**src/design/lru_page_replacement_core_assert.svh**
```systemverilog
// assertion macros for the lru page replacement core
`ifndef LRU_PAGE_REPLACEMENT_CORE_ASSERT_SVH
`define LRU_PAGE_REPLACEMENT_CORE_ASSERT_SVH

// same-cycle implication, sampled on clk, off during rst
`define LRU_ASSERT_IMP(label, ante, cons, msg) \
  label: assert property (@(posedge clk) disable iff (rst) (ante) |-> (cons)) \
    else $error(msg);

// next-cycle implication, sampled on clk, off during rst
`define LRU_ASSERT_NXT(label, ante, cons, msg) \
  label: assert property (@(posedge clk) disable iff (rst) (ante) |=> (cons)) \
    else $error(msg);

`endif

```
**src/design/lru_pkg.sv**
```systemverilog
// shared types and constants for the lru page replacement core
package lru_pkg;

  localparam int DEF_MAX_FRAMES = 8;
  localparam int DEF_PAGE_BITS  = 16;

  localparam int ACTIVE_W     = 4;
  localparam int STAMP_W      = 32;
  localparam int COUNT_W      = 32;
  localparam int FRAME_USED_W = 3;

  localparam logic [ACTIVE_W-1:0] ACTIVE_RESET = 4'd3;

  typedef enum logic [1:0] {
    ST_IDLE,
    ST_SCAN,
    ST_DONE
  } state_t;

endpackage

```
**src/design/lru_page_replacement_core.sv**
```systemverilog
// lru page replacement core: top level with frame scan control
//
// Each item is one page reference. The core walks the active frames through
// its frame memory one entry per cycle (single read port, registered read),
// finds a hit or picks the victim (first empty frame, else smallest stamp,
// lowest index on ties), then writes the frame back and pulses done with the
// result for one cycle. The scan covers the frames in use (active_frames held
// to 1..MAX_FRAMES); busy drops in the done cycle so the next item can be
// accepted there. The result is not held for the receiver: it must take it in
// the done cycle. end_of_string clears frames and counters right after its
// own result.
`include "lru_page_replacement_core_assert.svh"

module lru_page_replacement_core
  import lru_pkg::*;
#(
  parameter int MAX_FRAMES = DEF_MAX_FRAMES,
  parameter int PAGE_BITS  = DEF_PAGE_BITS
) (
  input  logic                    clk,
  input  logic                    rst,
  input  logic                    start,
  output logic                    busy,
  input  logic [PAGE_BITS-1:0]    page,
  input  logic                    end_of_string,
  input  logic                    cfg_we,
  input  logic [ACTIVE_W-1:0]     cfg_wdata,
  output logic                    done,
  output logic                    hit,
  output logic [FRAME_USED_W-1:0] frame_used,
  output logic                    evicted_valid,
  output logic [PAGE_BITS-1:0]    evicted_page,
  output logic [COUNT_W-1:0]      hit_count,
  output logic [COUNT_W-1:0]      fault_count,
  output logic                    last
);

  localparam int IDX_W      = (MAX_FRAMES > 1) ? $clog2(MAX_FRAMES) : 1;
  localparam int CNT_W      = $clog2(MAX_FRAMES + 1);
  localparam int ENTRY_W    = PAGE_BITS + STAMP_W;
  localparam int SLOT_EXT_W = IDX_W + FRAME_USED_W;

  state_t state, state_next;

  logic [ACTIVE_W-1:0]   active_frames;
  logic [CNT_W-1:0]      used;
  logic [MAX_FRAMES-1:0] frame_valid;
  logic [STAMP_W-1:0]    access_number;
  logic [COUNT_W-1:0]    hits_so_far, hits_next;
  logic [COUNT_W-1:0]    faults_so_far, faults_next;

  logic [PAGE_BITS-1:0]  page_q;
  logic                  eos_q;

  logic [CNT_W-1:0]      issue_cnt;
  logic                  pend;
  logic [IDX_W-1:0]      pend_idx;
  logic                  hit_found;
  logic [IDX_W-1:0]      hit_idx;
  logic [STAMP_W-1:0]    min_stamp;
  logic [IDX_W-1:0]      min_idx;
  logic [PAGE_BITS-1:0]  min_page;

  logic                  scan_issue;
  logic                  scan_end;
  logic                  mem_we;
  logic [ENTRY_W-1:0]    rd_data;
  logic [PAGE_BITS-1:0]  rd_page;
  logic [STAMP_W-1:0]    rd_stamp;

  logic                  empty_found;
  logic [IDX_W-1:0]      empty_idx;
  logic [IDX_W-1:0]      slot;
  logic                  evict;
  logic [SLOT_EXT_W-1:0] slot_ext;

  // frames in use, clamped to 1..MAX_FRAMES
  always_comb begin
    if (active_frames == '0) begin
      used = CNT_W'(1);
    end else if (32'(active_frames) > MAX_FRAMES) begin
      used = CNT_W'(MAX_FRAMES);
    end else begin
      used = CNT_W'(active_frames);
    end
  end

  // configuration register
  always_ff @(posedge clk) begin
    if (rst) begin
      active_frames <= ACTIVE_RESET;
    end else if (cfg_we) begin
      active_frames <= cfg_wdata;
    end
  end

  // next state
  always_comb begin
    state_next = state;
    case (state)
      ST_IDLE: begin
        if (start) state_next = ST_SCAN;
      end
      ST_SCAN: begin
        if (scan_end) state_next = ST_DONE;
      end
      ST_DONE: state_next = ST_IDLE;
      default: state_next = ST_IDLE;
    endcase
  end

  always_ff @(posedge clk) begin
    if (rst) begin
      state <= ST_IDLE;
    end else begin
      state <= state_next;
    end
  end

  // control outputs per state
  always_comb begin
    busy       = 1'b1;
    scan_issue = 1'b0;
    mem_we     = 1'b0;
    case (state)
      ST_IDLE: busy = 1'b0;
      ST_SCAN: scan_issue = (issue_cnt < used);
      ST_DONE: mem_we = 1'b1;
      default: busy = 1'b1;
    endcase
  end

  assign scan_end = (issue_cnt == used) && !pend;
  assign rd_page  = rd_data[STAMP_W +: PAGE_BITS];
  assign rd_stamp = rd_data[STAMP_W-1:0];

  // frame table
  lru_frame_mem #(
    .DEPTH (MAX_FRAMES),
    .WIDTH (ENTRY_W)
  ) u_frame_mem (
    .clk     (clk),
    .wr_en   (mem_we),
    .wr_addr (slot),
    .wr_data ({page_q, access_number}),
    .rd_addr (issue_cnt[IDX_W-1:0]),
    .rd_data (rd_data)
  );

  // latch the item on accept
  always_ff @(posedge clk) begin
    if (state == ST_IDLE && start) begin
      page_q <= page;
      eos_q  <= end_of_string;
    end
  end

  // scan: issue one read per cycle, evaluate each entry when its registered read data returns
  always_ff @(posedge clk) begin
    if (rst) begin
      issue_cnt <= '0;
      pend      <= 1'b0;
      hit_found <= 1'b0;
    end else if (state == ST_IDLE) begin
      issue_cnt <= '0;
      pend      <= 1'b0;
      hit_found <= 1'b0;
    end else if (state == ST_SCAN) begin
      pend <= scan_issue;
      if (scan_issue) begin
        issue_cnt <= issue_cnt + CNT_W'(1);
        pend_idx  <= issue_cnt[IDX_W-1:0];
      end
      if (pend) begin
        if (!hit_found && frame_valid[pend_idx] && rd_page == page_q) begin
          hit_found <= 1'b1;
          hit_idx   <= pend_idx;
        end
        if (pend_idx == '0 || rd_stamp < min_stamp) begin
          min_stamp <= rd_stamp;
          min_idx   <= pend_idx;
          min_page  <= rd_page;
        end
      end
    end
  end

  // lowest empty frame among the active ones
  always_comb begin
    empty_found = 1'b0;
    empty_idx   = '0;
    for (int k = MAX_FRAMES - 1; k >= 0; k--) begin
      if (32'(k) < 32'(used) && !frame_valid[k]) begin
        empty_found = 1'b1;
        empty_idx   = IDX_W'(k);
      end
    end
  end

  // slot choice and counter updates
  always_comb begin
    evict       = !hit_found && !empty_found;
    hits_next   = hits_so_far;
    faults_next = faults_so_far;
    if (hit_found) begin
      slot = hit_idx;
      if (hits_so_far != '1) hits_next = hits_so_far + COUNT_W'(1);
    end else begin
      slot = empty_found ? empty_idx : min_idx;
      if (faults_so_far != '1) faults_next = faults_so_far + COUNT_W'(1);
    end
    slot_ext = SLOT_EXT_W'(slot);
  end

  // string state: valid bits, access number, counters
  always_ff @(posedge clk) begin
    if (rst) begin
      frame_valid   <= '0;
      access_number <= '0;
      hits_so_far   <= '0;
      faults_so_far <= '0;
    end else if (state == ST_DONE) begin
      if (eos_q) begin
        frame_valid   <= '0;
        access_number <= '0;
        hits_so_far   <= '0;
        faults_so_far <= '0;
      end else begin
        frame_valid[slot] <= 1'b1;
        access_number     <= access_number + STAMP_W'(1);
        hits_so_far       <= hits_next;
        faults_so_far     <= faults_next;
      end
    end
  end

  // result strobe
  always_ff @(posedge clk) begin
    if (rst) begin
      done <= 1'b0;
    end else begin
      done <= (state == ST_DONE);
    end
  end

  // result registers
  always_ff @(posedge clk) begin
    if (state == ST_DONE) begin
      hit           <= hit_found;
      frame_used    <= slot_ext[FRAME_USED_W-1:0];
      evicted_valid <= evict;
      evicted_page  <= evict ? min_page : '0;
      hit_count     <= hits_next;
      fault_count   <= faults_next;
      last          <= eos_q;
    end
  end

  // checks
  `LRU_ASSERT_NXT(a_done_after_write, state == ST_DONE, done && !busy, "done must follow write-back")
  `LRU_ASSERT_IMP(a_hit_no_evict, done, !(hit && evicted_valid), "hit item reports an eviction")
  `LRU_ASSERT_IMP(a_evict_page_zero, done && !evicted_valid, evicted_page == '0, "stale evicted page")
  `LRU_ASSERT_IMP(a_issue_bound, state == ST_SCAN, issue_cnt <= used, "scan ran past active frames")
  `LRU_ASSERT_NXT(a_accept_scan, start && !busy, state == ST_SCAN && issue_cnt == '0, "accept did not start scan")

endmodule

```
**src/design/lru_frame_mem.sv**
```systemverilog
// frame table memory: page and last-use stamp per frame, registered read
module lru_frame_mem
  import lru_pkg::*;
#(
  parameter int DEPTH = DEF_MAX_FRAMES,
  parameter int WIDTH = DEF_PAGE_BITS + STAMP_W,
  localparam int AW = (DEPTH > 1) ? $clog2(DEPTH) : 1
) (
  input  logic             clk,
  input  logic             wr_en,
  input  logic [AW-1:0]    wr_addr,
  input  logic [WIDTH-1:0] wr_data,
  input  logic [AW-1:0]    rd_addr,
  output logic [WIDTH-1:0] rd_data
);

  logic [WIDTH-1:0] mem [DEPTH];

  // write port
  always_ff @(posedge clk) begin
    if (wr_en) begin
      mem[wr_addr] <= wr_data;
    end
  end

  // registered read port
  always_ff @(posedge clk) begin
    rd_data <= mem[rd_addr];
  end

endmodule
```
**config.mk**
```make
export PLATFORM = sky130hd
export DESIGN_NAME = lru_page_replacement_core
export DESIGN_NICKNAME = d
export VERILOG_FILES = /design/src/design/lru_pkg.sv /design/src/design/lru_page_replacement_core.sv /design/src/design/lru_frame_mem.sv
export VERILOG_INCLUDE_DIRS = /design/src /design/src/design
export SDC_FILE = /design/constraint.sdc
export NUM_CORES = 1
export LEC_CHECK = 0
export BUFFER_PORTS_ARGS = -buffer_cell sky130_fd_sc_hd__buf_4
export CORE_ASPECT_RATIO = 0.6
export CORE_MARGIN = 1
export CORE_UTILIZATION = 40
export CTS_BUF_LIST = sky130_fd_sc_hd__clkbuf_4 sky130_fd_sc_hd__clkbuf_8
export DETAILED_ROUTE_END_ITERATION = 12
export PLACE_DENSITY_LB_ADDON = 0.1
export SYNTH_ARGS = -nofsm -noshare
export SYNTH_HDL_FRONTEND = slang
export SYNTH_SLANG_ARGS = --single-unit
```
**constraint.sdc**
```tcl
create_clock -name clk -period 16.4 [get_ports clk]
set_clock_uncertainty 0.1 [all_clocks]
set_input_delay 2.46 -clock clk [delete_from_list [all_inputs] [get_ports clk]]
set_output_delay 2.46 -clock clk [all_outputs]
set_load 0.05 [all_outputs]
```
* Word level (Yosys, flattened, before mapping) *
Memory sizes are Yosys's and may differ from the RTL's. A register that Yosys moved wholly into a read port is not among the register bits.
Cells that the tools add are included.

operators by class
  bitwise gates (word level) = 3
  reduce and logical (&&, ||, !) cells = 36
  eq/ne operators = 8
  magnitude comparators = 14
  add/sub/neg operators = 4
  muxes and demuxes = 40

operators with widths
  operator                                             count
  two-way mux 32 bit                                   7
  adder 32 x 1 -> 32 bit (second input constant)       3
  inequality test 32 bit (second input constant)       2
  < comparator 32 bit                                  1
  two-way mux 3 bit                                    10
  equality test 16 bit                                 1
  < comparator 3 x 4 -> 1 bit (first input constant)   4
  two-way mux 1 bit                                    15
  logical AND 1 bit                                    14
  zero test 1 bit                                      11
  AND reduction 5 bit                                  2
  < comparator 1 x 4 -> 1 bit (first input constant)   2
  < comparator 2 x 4 -> 1 bit (first input constant)   2
  < comparator 3 x 4 -> 1 bit (second input constant)  2
  two-way mux 4 bit                                    2
  two-way mux 8 bit                                    1
  bitwise OR 8 bit                                     1
  adder 4 x 1 -> 4 bit (second input constant)         1
  equality test 4 bit                                  1
  > comparator 4 bit (second input constant)           1
  zero test 4 bit                                      1
  < comparator 4 bit                                   1
  two-way mux 2 bit                                    2
  inequality test 2 bit (second input constant)        2
  14 further kinds                                     16

word-level totals
  logic and storage cells = 130
  memories = 1
  RAM bits = 384
  bits in registers = 277
  output and inout port bits = 88
  bits of input ports = 25

memories
  memory           depth  width  read ports  clocked after memory_dff  write ports  RTL line             text
  u_frame_mem.mem  8      48     1           1                         1            lru_frame_mem.sv:17  logic [WIDTH-1:0] mem [DEPTH];

* Depth between registers and ports, before layout *
Gate-level depths: netlist (run 1).

  word-level depth = 21
  mapped depth = 11
  mapped depth without buffers = 10

* Hierarchy *
A second synthesis (run 1) with hierarchy kept.

second synthesis, totals
  cell total of the unflattened synthesis = 1,797
  area total of the unflattened synthesis = 28,481.1 µm²

by module, submodules not included
  module                     instances  area an instance (µm²)  cells each  seq. area each (µm²)
  lru_frame_mem              1          15,620.0                616         12,492.0
  lru_page_replacement_core  1          12,861.1                1,181       7,146.9

* Worst setup path after synthesis (run 1) *
No wires, ideal clock.

  kind = input -> register
  start point = input port rst
  end point = register min_idx[0], enable pin
  buffers on the path = 0
  required time = 15.777 ns
  stages on the path = 2
  setup time = 0.523 ns
  path slack = 9.313 ns
  arrival time = 6.464 ns
  cells stage by stage = or3b_2 -> nor3_1

on the way
  word-level cells in the longest chain between the ends = 2

ends and longest elaborated chain
  item                           RTL line                          text
  start, declared                lru_page_replacement_core.sv:21   input logic rst,
  NOT 1 bit (no line)            n/a
  AND reduction 5 bit (no line)  n/a
  end signal, assigned           lru_page_replacement_core.sv:181  min_idx <= pend_idx;
  end, declared                  lru_page_replacement_core.sv:61   logic [IDX_W-1:0] min_idx;

Every way passes these cells.
A chain may end at the register's enable or synchronous reset.

* Worst setup path in the final report (run 1) *
  start point = register state[0]
  end point = memory u_frame_mem.mem[4][21] (netlist bit), enable pin

on the way
  word-level cells in the longest chain between the ends = 4

ends and longest elaborated chain
  item                                     RTL line                          text
  start, declared                          lru_page_replacement_core.sv:43   state_t state, state_next;
  start signal, assigned                   lru_page_replacement_core.sv:116  state <= state_next;
  equality test 2 bit                      lru_page_replacement_core.sv:125  case (state)
  two-way mux 1 bit                        lru_page_replacement_core.sv:125
  two-way mux 1 bit                        lru_frame_mem.sv:21               if (wr_en) begin
  two-way mux 1 bit (not written as such)  lru_frame_mem.sv:22               mem[wr_addr] <= wr_data;
  end, declared                            lru_frame_mem.sv:17

Every way passes these cells.

==> impl_metrics.py, run 1 <==
metrics = {
    "outcome": {
        "status": "complete, no violations",
    },
    "setup_path": {
        "end_kind": "flop",
        "cpMostUsedCell": "buf_4",
        "cp-start-kind": "flop",
        "worstPathArrival_ps": 4480,
        "slowest_delay_ps": 780,
        "r2r-end": "u_frame_mem.mem[4][21]",
        "worstSetupStartpoint": "state[0]",
        "slowest_stage": "buf_4",
        "reg2regPathDepth": 7,
        "crit_chain": "nand2b_2 -> buf_4 -> inv_4 -> buf_4 -> o21ai_0 -> nor2_4 -> buf_4",
        "path_max_fanout": 65,
        "required_ps": 16640,
        "r2r_slack_ps": 12160,
        "r2r_start": "state[0]",
        "worstSetupPathType": "reg2reg",
    },
    "clock_tree": {
        "cts_resized": 0,
        "worst_skew_pair.late_latency_ps": 720,
        "cts_hold_buf": 0,
        "clock_path_buffers": 3,
        "htreeDepth": 3,
        "cts_setup_buffers": 0,
        "cts.clk_slew.worst_paths_ps": 70,
        "cts_buffers": 105,
        "root_buffer": "clkbuf_8",
        "numClockSinks": 709,
        "cts_tree": "done",
    },
    "cells_and_area": {
        "diodes": 0,
        "fillers": 6073,
        "layout.nets": 2010,
        "syn_to_final_growth_pct": 14.2,
        "drive_above_1_share_pct": 24.7,
        "final_cells": 2962,
    },
    "routing": {
        "drt_iter0_markers": 1121,
        "wl_per_cell_um": 21.7,
        "dr.pass1.iters": 7,
        "postRouteWirelength_um": 64300,
        "drc": 0,
        "routed_via_density": 5.31,
        "antenna_left": 0,
        "num_vias": 15700,
    },
    "power_and_ir_drop": {
        "ir_drop_uv": 58.4,
        "powerDensity_nw_per_um2": 108,
        "power_leakage_nw": 10.5,
    },
    "place": {
        "portBuffers": 112,
        "gp_congestion": 0.776,
        "dp_hpwl_um": 36600,
        "place_inst": 2763,
    },
    "logic_synthesis": {
        "synthCells": 1795,
        "synth_async_sr_flop_share_pct": 0,
        "synthFlopType": "edfxtp_1",
        "yosys.area.top_type_share_pct": 57.8,
        "synth_area_leader_cell": "edfxtp_1",
        "synth.cell_area_um2": 28300,
        "synth_edf_count": 544,
        "synth_area_per_cell_um2": 15.8,
        "synth_nets": 1859,
        "seq_area_frac_synth_pct": 69.4,
        "synth.distinct_cells": 72,
        "yosysWarnings": 0,
        "synthTopCellsByArea": "edfxtp_1 (58%), dfxtp_1 (12%), mux4_2 (7.8%), mux2_2 (2.0%), xnor2_1 (1.9%)",
        "ys_seq_elements": 709,
    },
    "global_route": {
        "grt.total_usage_pct": 18.2,
        "grt_pass1_vias": 16100,
        "grt_remaining_overflow": 0,
        "grt_pass1_wl_um": 99300,
        "grt_max_degree": 67,
        "antenna_found_initial": 0,
    },
    "floorplanning": {
        "rows": 75,
        "start_util_pct": 40.5,
        "fp.dieH_um": 208,
        "fp.coreArea_um2": 69900,
        "die-area_um2": 71800,
        "die_w_um": 345,
        "pin_count": 113,
    },
    "flow_run": {
        "drv_cap": 0,
    },
    "sta": {
        "rsz0062_at_grt": "false",
        "fmax_mhz": 236,
        "finalHoldViolations": 0,
        "min_period_over_period_pct": 25.8,
        "worstMarginPinSlew_ps": 1060,
        "tns_ps": 0,
        "setup_viol": 0,
        "relSlewSlack_pct": 29.4,
        "drv_slew": 0,
        "min_period_ps": 4240,
    },
    "worst_hold_path": {
        "min_path_cells": 0,
        "holdCritStartpoint": "u_frame_mem.rd_data[6]",
        "holdPathEnd": "min_stamp[6]",
        "min_path_type": "reg2reg",
    },
}
## critical path: cells and delay by family (launching register included)
family                 cells  cell delay (ps)
buffers and inverters      4             2320
DFF                        1              350
and+or+nand+nor            2              390
AOI/OAI and AO/OA          1              570
## per-stage QoR
| step | instance area, µm² | total power [mW] | setup WS, ps | util [%] | hold slack [ps] |
|---|---|---|---|---|---|
| floorplan | 28300 | 2.03 | 9310 | - | 300 |
| CTS | 32300 | 3.55 | 12070 | 46.2 | 336 |
| global route | 32300 | 3.63 | 11870 | 46.2 | 348 |
| detailed placement | 30100 | 2.06 | 11750 | 43.1 | 323 |
| global placement | 30100 | 2.06 | 11750 | 43.1 | 319 |
| finish | 32300 | 3.50 | 12160 | 46.2 | 334 |
## where the power goes
group / switching (mW) / internal [mW] / total, mW
Sequential: 0.0142 / 1.93 / 1.94
Combinational: 0.0433 / 0.0343 / 0.0776
Clock: 0.689 / 0.790 / 1.48
## cells in the mapped netlist, types with 4 or more instances
| master | instances |
|---|---|
| buf_6 | 5 |
| nand2b_1 | 9 |
| nor2b_1 | 4 |
| nor4_1 | 9 |
| a21oi_1 | 87 |
| clkbuf_1 | 48 |
| and2_1 | 30 |
| o21a_1 | 7 |
| nand3_1 | 45 |
| mux4_2 | 98 |
| a31oi_1 | 24 |
| and3_1 | 21 |
| mux2_2 | 51 |
| buf_1 | 16 |
| dfxtp_1 | 165 |
| and4_1 | 18 |
| nor3_1 | 15 |
| inv_1 | 49 |
| nand4_1 | 25 |
| or4_1 | 7 |
| ha_1 | 39 |
| or3_1 | 43 |
| xnor2_1 | 62 |
| and4b_1 | 4 |
| a211oi_1 | 5 |
| o21ai_0 | 68 |
| a21o_1 | 6 |
| buf_4 | 6 |
| edfxtp_1 | 544 |
| nand3b_1 | 5 |
| nand2_1 | 68 |
| nor2_1 | 76 |
| xor2_1 | 48 |
| buf_2 | 18 |
| mux2i_1 | 6 |
| a41oi_1 | 11 |
## cell families after synthesis
logic type,synth area share (%)
flops,69.4
fa+ha+maj,1.73
xor+xnor,3.41
buf+inv,2.18
compound gates,5.48
mux,10.0
simple gates,7.72
## layout make-up
type | instances | area [µm²] | area share [%]
clock inverters | 34 | 239 | 0.740
well taps | 924 | 1160 | 3.58
repair buffers | 137 | 1030 | 3.18
multi-input cells | 944 | 8100 | 25.1
clock buffers | 165 | 1950 | 6.02
flip-flops and latches | 709 | 19600 | 60.8
inverters | 49 | 186 | 0.577
## registers in the layout, indices dropped and copies added, names as in the netlist, 8 cells and up
name,cells
page_q,16
hit_count,32
faults_so_far,32
hits_so_far,32
frame_valid,8
u_frame_mem.rd_data,48
access_number,32
evicted_page,16
fault_count,32
min_page,16
u_frame_mem.mem,384
min_stamp,32
## routing by layer
layer  global-route usage [%]  wire length, µm
met1                     27.7            32600
met2                     26.7            27800
met3                     3.25             2700
met4                     5.06             1220
met5                        0                0
## cells in the final DEF, fill, tap and decap left out, types with 16 or more instances in the layout
| master | n |
|---|---|
| a21oi_1 | 87 |
| a31oi_1 | 24 |
| and2_1 | 30 |
| and3_1 | 21 |
| and4_1 | 18 |
| buf_4 | 137 |
| clkbuf_4 | 52 |
| clkbuf_8 | 113 |
| clkinv_1 | 16 |
| dfxtp_1 | 162 |
| edfxtp_1 | 544 |
| ha_1 | 39 |
| inv_1 | 48 |
| mux2_2 | 51 |
| mux4_2 | 98 |
| nand2_1 | 68 |
| nand3_1 | 45 |
| nand4_1 | 25 |
| nor2_1 | 72 |
| o21ai_0 | 68 |
| or3_1 | 43 |
| xnor2_1 | 62 |
| xor2_1 | 48 |
## worst max-delay path by stage
stage	to	slack (ps)	cells past startpoint
2_1_floorplan	min_idx[0]	9310	2
5_1_grt	faults_so_far[30]	11870	8
3_3_place_gp	min_page[11]	11750	4
6_report	u_frame_mem.mem[4][21]	12160	7
4_1_cts	u_frame_mem.mem[5][30]	12070	7
3_5_place_dp	min_page[10]	11750	4
Note: power is estimated with default switching activity, not from simulation.
==> run 2, diff against run 1 <==
ABC_AREA = 1   (was default)
clock period = 4.3 ns   (was 16.4 ns; I/O delays follow)
==> run 2 against run 1 <==
The run now ends with DRC left. Non-clock buffer count up 32. Sequential share of layout area down 3.6 points. Via count up 35%. Die area up 6.0%. Clock-buffer cell count up 6. Setup slack worse by 11000 ps. Hold slack worse by 240 ps. Global-route usage up 3.2 points. Synthesized area up 6.1%. Final cell count up 38%. Critical endpoint is now u_frame_mem.mem[2][8]. Largest cell class unchanged.
==> impl_metrics.py, run 2 <==
metrics = {
    "sta": {
        "tns_ps": 0,
        "rsz0062_at_grt": "false",
        "drv_slew": 0,
        "setup_viol": 0,
        "finalHoldViolations": 0,
        "relSlewSlack_pct": 29.8,
        "worstMarginPinSlew_ps": 1050,
        "min_period_over_period_pct": 74.6,
        "min_period_ps": 3210,
        "fmax_mhz": 312,
    },
    "cells_and_area": {
        "drive_above_1_share_pct": 14.0,
        "fillers": 6888,
        "seq_area_um2": 19600,
        "post-route-util_pct": 46.4,
        "final_common_cell": "edfxtp_1",
        "final_cell_mix": "edfxtp_1 (544), nor2_1 (477), nand2_1 (404), o21ai_0 (234), inv_1 (226)",
        "diodes": 0,
        "multiInputGateArea_um2": 8900,
        "reg_top3": "u_frame_mem.mem (384), u_frame_mem.rd_data (48)",
        "layout.nets": 3079,
        "syn_to_final_growth_pct": 14.4,
        "largest_register_ffs": 384,
        "design_area_um2": 34300,
        "final_cells": 4095,
        "regMostFlops": "u_frame_mem.mem",
    },
    "place": {
        "portBuffers": 112,
        "dpl_cell_area_um2": 31900,
        "gp_congestion": 0.910,
        "dp_hpwl_um": 52200,
        "place_inst": 3872,
    },
    "logic_synthesis": {
        "yosysWarnings": 0,
        "synth_area_per_cell_um2": 10.5,
        "synth_async_sr_flop_share_pct": 0,
        "synth.distinct_cells": 52,
        "synth_edf_count": 544,
        "yosys.area.top_type_share_pct": 54.4,
        "yosysMostFrequentCell": "edfxtp_1",
        "synthTopCellsByArea": "edfxtp_1 (54%), dfxtp_1 (11%), nor2_1 (6.0%), nand2_1 (5.1%), o21ai_0 (3.9%)",
        "seq_area_frac_synth_pct": 65.5,
        "synthFlopType": "edfxtp_1",
        "synth.cell_area_um2": 30000,
        "synthCells": 2866,
        "ys_seq_elements": 709,
        "synth_common_cells": "edfxtp_1 (544), nor2_1 (478), nand2_1 (404)",
        "synth_area_leader_cell": "edfxtp_1",
        "synth_nets": 2930,
    },
    "setup_path": {
        "cp.depth": 13,
        "worstPathBufferInverterCount": 3,
        "slowest_stage": "inv_2",
        "required_ps": 4630,
        "path_max_fanout": 33,
        "crit_chain": "inv_2 -> nand3_1 -> nand2_1 -> nand3_1 -> nand2_1 -> nor2_2 -> nand2_1 -> nand2_1 -> nand2_1 -> nor2_2 -> nand3_1 -> inv_2 -> buf_4",
        "worstSetupPathType": "reg2reg",
        "reg2regPathDepth": 13,
        "slowest_delay_ps": 760,
        "cpMostUsedCell": "nand2_1",
        "critical_path.top_delay_family": "buffers and inverters",
        "end_kind": "flop",
        "cp-start-kind": "flop",
        "worstPathArrival_ps": 3540,
    },
    "outcome": {
        "failed_checks": "DRC",
        "status": "finished with violations",
    },
    "worst_hold_path": {
        "min_path_type": "in2reg",
        "min_path_cells": 3,
    },
    "routing": {
        "wl_per_cell_um": 19.9,
        "dr.pass1.iters": 9,
        "drc": 4,
        "antenna_left": 0,
        "routed_via_density": 5.18,
        "drt_iter0_markers": 1892,
        "postRouteWirelength_um": 81600,
        "num_vias": 21200,
    },
    "floorplanning": {
        "fp.dieH_um": 214,
        "die-area_um2": 76100,
        "fp.coreArea_um2": 73900,
        "die_w_um": 356,
        "rows": 77,
        "pin_count": 113,
        "start_util_pct": 40.6,
    },
    "power_and_ir_drop": {
        "comb_power_share_pct": 2.9,
        "power_switching_mw": 3.04,
        "switching_share_pct": 22.3,
        "powerDensity_nw_per_um2": 397,
        "power_leakage_nw": 12.6,
        "finalPower_mw": 13.6,
        "p_seq_share_pct": 54.6,
        "ir_drop_uv": 268,
        "clkPwrFrac_pct": 42.5,
        "p_int_mw": 10.6,
    },
    "clock_tree": {
        "clock_path_buffers": 3,
        "worst_skew_pair.late_latency_ps": 750,
        "cts.clk_slew.worst_paths_ps": 60,
        "cts_buffers": 108,
        "cts_tree": "done",
        "cts_resized": 0,
        "htreeDepth": 3,
        "root_buffer": "clkbuf_8",
        "numClockSinks": 709,
    },
    "flow_run": {
        "drv_cap": 0,
    },
    "global_route": {
        "grt_remaining_overflow": 0,
        "antenna_found_initial": 0,
        "grt_max_degree": 89,
        "grt_pass1_vias": 20400,
        "grt_pass1_wl_um": 126000,
        "grt.total_usage_pct": 21.5,
    },
}
-- run 2: routing by layer --
metal	GRT usage (%)	up-vias	wire length, µm
met3	3.82	92	4800
met1	34.8	10400	42400
met4	5.46	0	1320
met2	28.9	558	33000
li1	-	10200	-
met5	0	-	0
-- run 2: logic make-up after synthesis --
logic type      count (synthesis)  share of synthesized area [%]
simple gates                 1175                           16.9
flops                         709                           65.5
compound gates                498                           9.12
buf+inv                       381                           4.94
xor+xnor                       64                           1.94
fa+ha+maj                      39                           1.63
-- run 2: metrics by stage --
stage               hold WS [ps]  setup slack, ps
floorplan                    303             85.2
global placement             319             1160
detailed placement           324             1110
CTS                         4.16             1100
global route                51.7              775
finish                      95.8             1090
-- run 2: cell type report --
cell class                      instances  share of cell area, %
Clock inverter                         32                  0.671
Timing Repair Buffer                  169                   3.95
Tap cell                              987                   3.60
Clock buffer                          171                   5.84
Sequential cell                       709                   57.2
Multi-Input combinational cell       1776                   25.9
Inverter                              251                   2.76
-- run 2: tightest hold or removal path: cells and delay by family --
kind                   cells  cell delay (ps)
AO/OA/AOI/OAI              2              190
buffers and inverters      1               80
-- run 2: path summary, 6_finish.rpt --
check | start | end | slack (ps)
hold reg to reg | u_frame_mem.rd_data[33] | min_page[1] | 340
setup / recovery | active_frames[3] | u_frame_mem.mem[2][8] | 1090
hold / removal | cfg_wdata[3] | active_frames[3] | 100
setup reg to reg | active_frames[3] | u_frame_mem.mem[2][8] | 1090
-- run 2: repair_timing --
action                                 4_1_cts  5_1_grt
buffers inserted                             0        0
endpoints found under the hold margin       19        0
hold buffers                                20        0
setup endpoints to repair                    0        0
-- run 2: power by group through the flow --
stage               logic (mW)  registers [mW]  clock network [mW]
global placement         0.385            7.58                   0
floorplan                0.229            7.57                   0
CTS                      0.403            7.44                5.95
detailed placement       0.386            7.58                   0
global route             0.442            7.44                6.24
finish                   0.398            7.44                5.79
==> run 3, diff against run 2 <==
clock period = 2.65 ns   (was 4.3 ns; I/O delays follow)
==> run 3 against run 2 <==
The flow now finishes without violations. Clock-buffer cell count rose by 6. Combinational power is 73% higher. Die area did not move. Non-clock buffer count increased by 66. Global-route usage hardly changed. Routed wire length about the same. Via count grew 0.90%. Critical endpoint is now u_frame_mem.mem[6][9].
==> impl_metrics.py, run 3 (synthesis results as in run 2) <==
metrics = {
    "setup_path": {
        "worstPathArrival_ps": 2810,
        "slowest_stage": "dfxtp_1",
        "cp-start-kind": "flop",
        "crit_chain": "nor2_1 -> nand2_1 -> nand2_1 -> nand2_1 -> nor3_1 -> nand2_1 -> a21oi_1 -> nand3_1 -> clkinvlp_4 -> buf_12",
        "slowest_delay_ps": 360,
        "r2r_start": "active_frames[1]",
        "path_max_fanout": 26,
        "r2r_slack_ps": 130,
        "r2r-end": "u_frame_mem.mem[6][9]",
        "endpoint": "u_frame_mem.mem[6][9]",
        "end_kind": "flop",
        "worstSetupStartpoint": "active_frames[1]",
        "reg2regPathDepth": 10,
        "cpMostUsedCell": "nand2_1",
        "required_ps": 2940,
        "worstSetupPathType": "reg2reg",
    },
    "floorplanning": {
        "start_util_pct": 40.6,
        "die_w_um": 356,
        "pin_count": 113,
        "fp.dieH_um": 214,
        "rows": 77,
        "die-area_um2": 76100,
        "fp.coreArea_um2": 73900,
    },
    "routing": {
        "drt_iter0_markers": 2090,
        "routed_via_density": 5.15,
        "wl_per_cell_um": 19.6,
        "num_vias": 21400,
        "antenna_left": 0,
        "postRouteWirelength_um": 81500,
        "dr.pass1.iters": 7,
        "drc": 0,
    },
    "clock_tree": {
        "worst_skew_pair.late_latency_ps": 730,
        "numClockSinks": 709,
        "cts_buffers": 107,
        "clock_path_buffers": 3,
        "cts_tree": "done",
        "htreeDepth": 3,
        "cts.clk_slew.worst_paths_ps": 60,
        "root_buffer": "clkbuf_8",
    },
    "cells_and_area": {
        "reg_top3": "u_frame_mem.mem (384), u_frame_mem.rd_data (48)",
        "final_cell_mix": "edfxtp_1 (544), nor2_1 (476), nand2_1 (403), o21ai_0 (234), inv_1 (226)",
        "regMostFlops": "u_frame_mem.mem",
        "final_common_cell": "edfxtp_1",
        "syn_to_final_growth_pct": 17.4,
        "layout.nets": 3144,
        "post-route-util_pct": 47.7,
        "largest_register_ffs": 384,
        "drive_above_1_share_pct": 15.9,
        "final_cells": 4160,
    },
    "power_and_ir_drop": {
        "ir_drop_uv": 320,
        "finalPower_mw": 22.2,
        "power_leakage_nw": 13.0,
        "powerDensity_nw_per_um2": 629,
    },
    "global_route": {
        "grt.total_usage_pct": 21.4,
        "grt_pass1_wl_um": 125000,
        "antenna_found_initial": 2,
        "grt_remaining_overflow": 0,
        "grt_max_degree": 109,
        "grt_pass1_vias": 20300,
    },
    "place": {
        "portBuffers": 112,
        "dp_hpwl_um": 52500,
        "place_inst": 3934,
        "pre_cts_ws_ps": 154,
        "gp_congestion": 0.934,
    },
    "outcome": {
        "status": "complete, no violations",
    },
    "sta": {
        "tns_ps": 0,
        "min_period_ps": 2520,
        "finalHoldViolations": 0,
        "min_period_over_period_pct": 95.0,
        "worstMarginPinSlew_ps": 702,
        "setup_ws_ps": 133,
        "rsz0062_at_grt": "true",
        "relSlewSlack_pct": 53.2,
        "setup_viol": 0,
        "drv_slew": 0,
        "fmax_mhz": 397,
    },
    "flow_run": {
        "drv_cap": 0,
    },
    "worst_hold_path": {
        "min_path_type": "in2reg",
    },
}
run 3: changes by cell type in the layout (fill, tap and decap cells not counted), sizes merged:
cell,previous run,this run
clkinvlp,2,11
diode,0,1
bufinv,2,0
inv,252,244
clkinv,27,20
clkbuf,171,178
buf,149,211
dlygate4sd3,20,23
run 3: metrics by stage:
step | hold slack (ps) | instance area, µm²
finish | 190 | 35200
global route | 152 | 35200
CTS | 99.5 | 35200
detailed placement | 314 | 32700
global placement | 317 | 32700
floorplan | 303 | 30100
run 3: layout make-up:
class / count / area (µm²)
diodes: 1 / 2.50
clock buffers: 177 / 2130
clock inverters: 24 / 129
fillers: 6840 / 38700
inverters: 251 / 977
multi-input cells: 1776 / 8910
flip-flops and latches: 709 / 19600
well taps: 987 / 1230
repair buffers: 235 / 2190
run 3: per-layer routing:
| layer | track usage (%) | vias to the layer above | part of all wire (%) |
|---|---|---|---|
| li1 | - | 10300 | - |
| met4 | 4.55 | 0 | 1.3 |
| met3 | 4.88 | 82 | 7.1 |
| met5 | 0 | - | 0 |
| met2 | 27.6 | 574 | 38 |
| met1 | 35.5 | 10400 | 53 |
run 3: worst max-delay path: cells and delay by family, from the launching register on:
kind                   cells  cell delay (ps)
AOI/OAI and AO/OA          1              280
buffers and inverters      2              450
DFF                        1              360
and+or+nand+nor            7              970
run 3: worst min-delay path by stage:
stage | startpoint | end | slack, ps | cells past startpoint
6_report | rst | done | 190 | 3
5_1_grt | rst | faults_so_far[5] | 150 | 3
4_1_cts | rst | done | 100 | 3
3_5_place_dp | u_frame_mem.rd_data[43] | min_page[11] | 310 | 0
3_3_place_gp | u_frame_mem.rd_data[47] | min_page[15] | 320 | 0
2_1_floorplan | u_frame_mem.rd_data[0] | min_stamp[0] | 300 | 0
run 3: where the power goes:
group / switching, mW / leakage [nW] / internal (mW)
logic: 0.454 / 5.47 / 0.233
clock network: 4.34 / 1.21 / 5.07
registers: 0.0975 / 6.29 / 12.0
run 3: repair_timing:
item,4_1_cts,5_1_grt
endpoints found under the hold margin,22,0
gates resized for setup,0,5
setup buffers,0,0
setup endpoints to repair,0,324
hold buffers,23,0
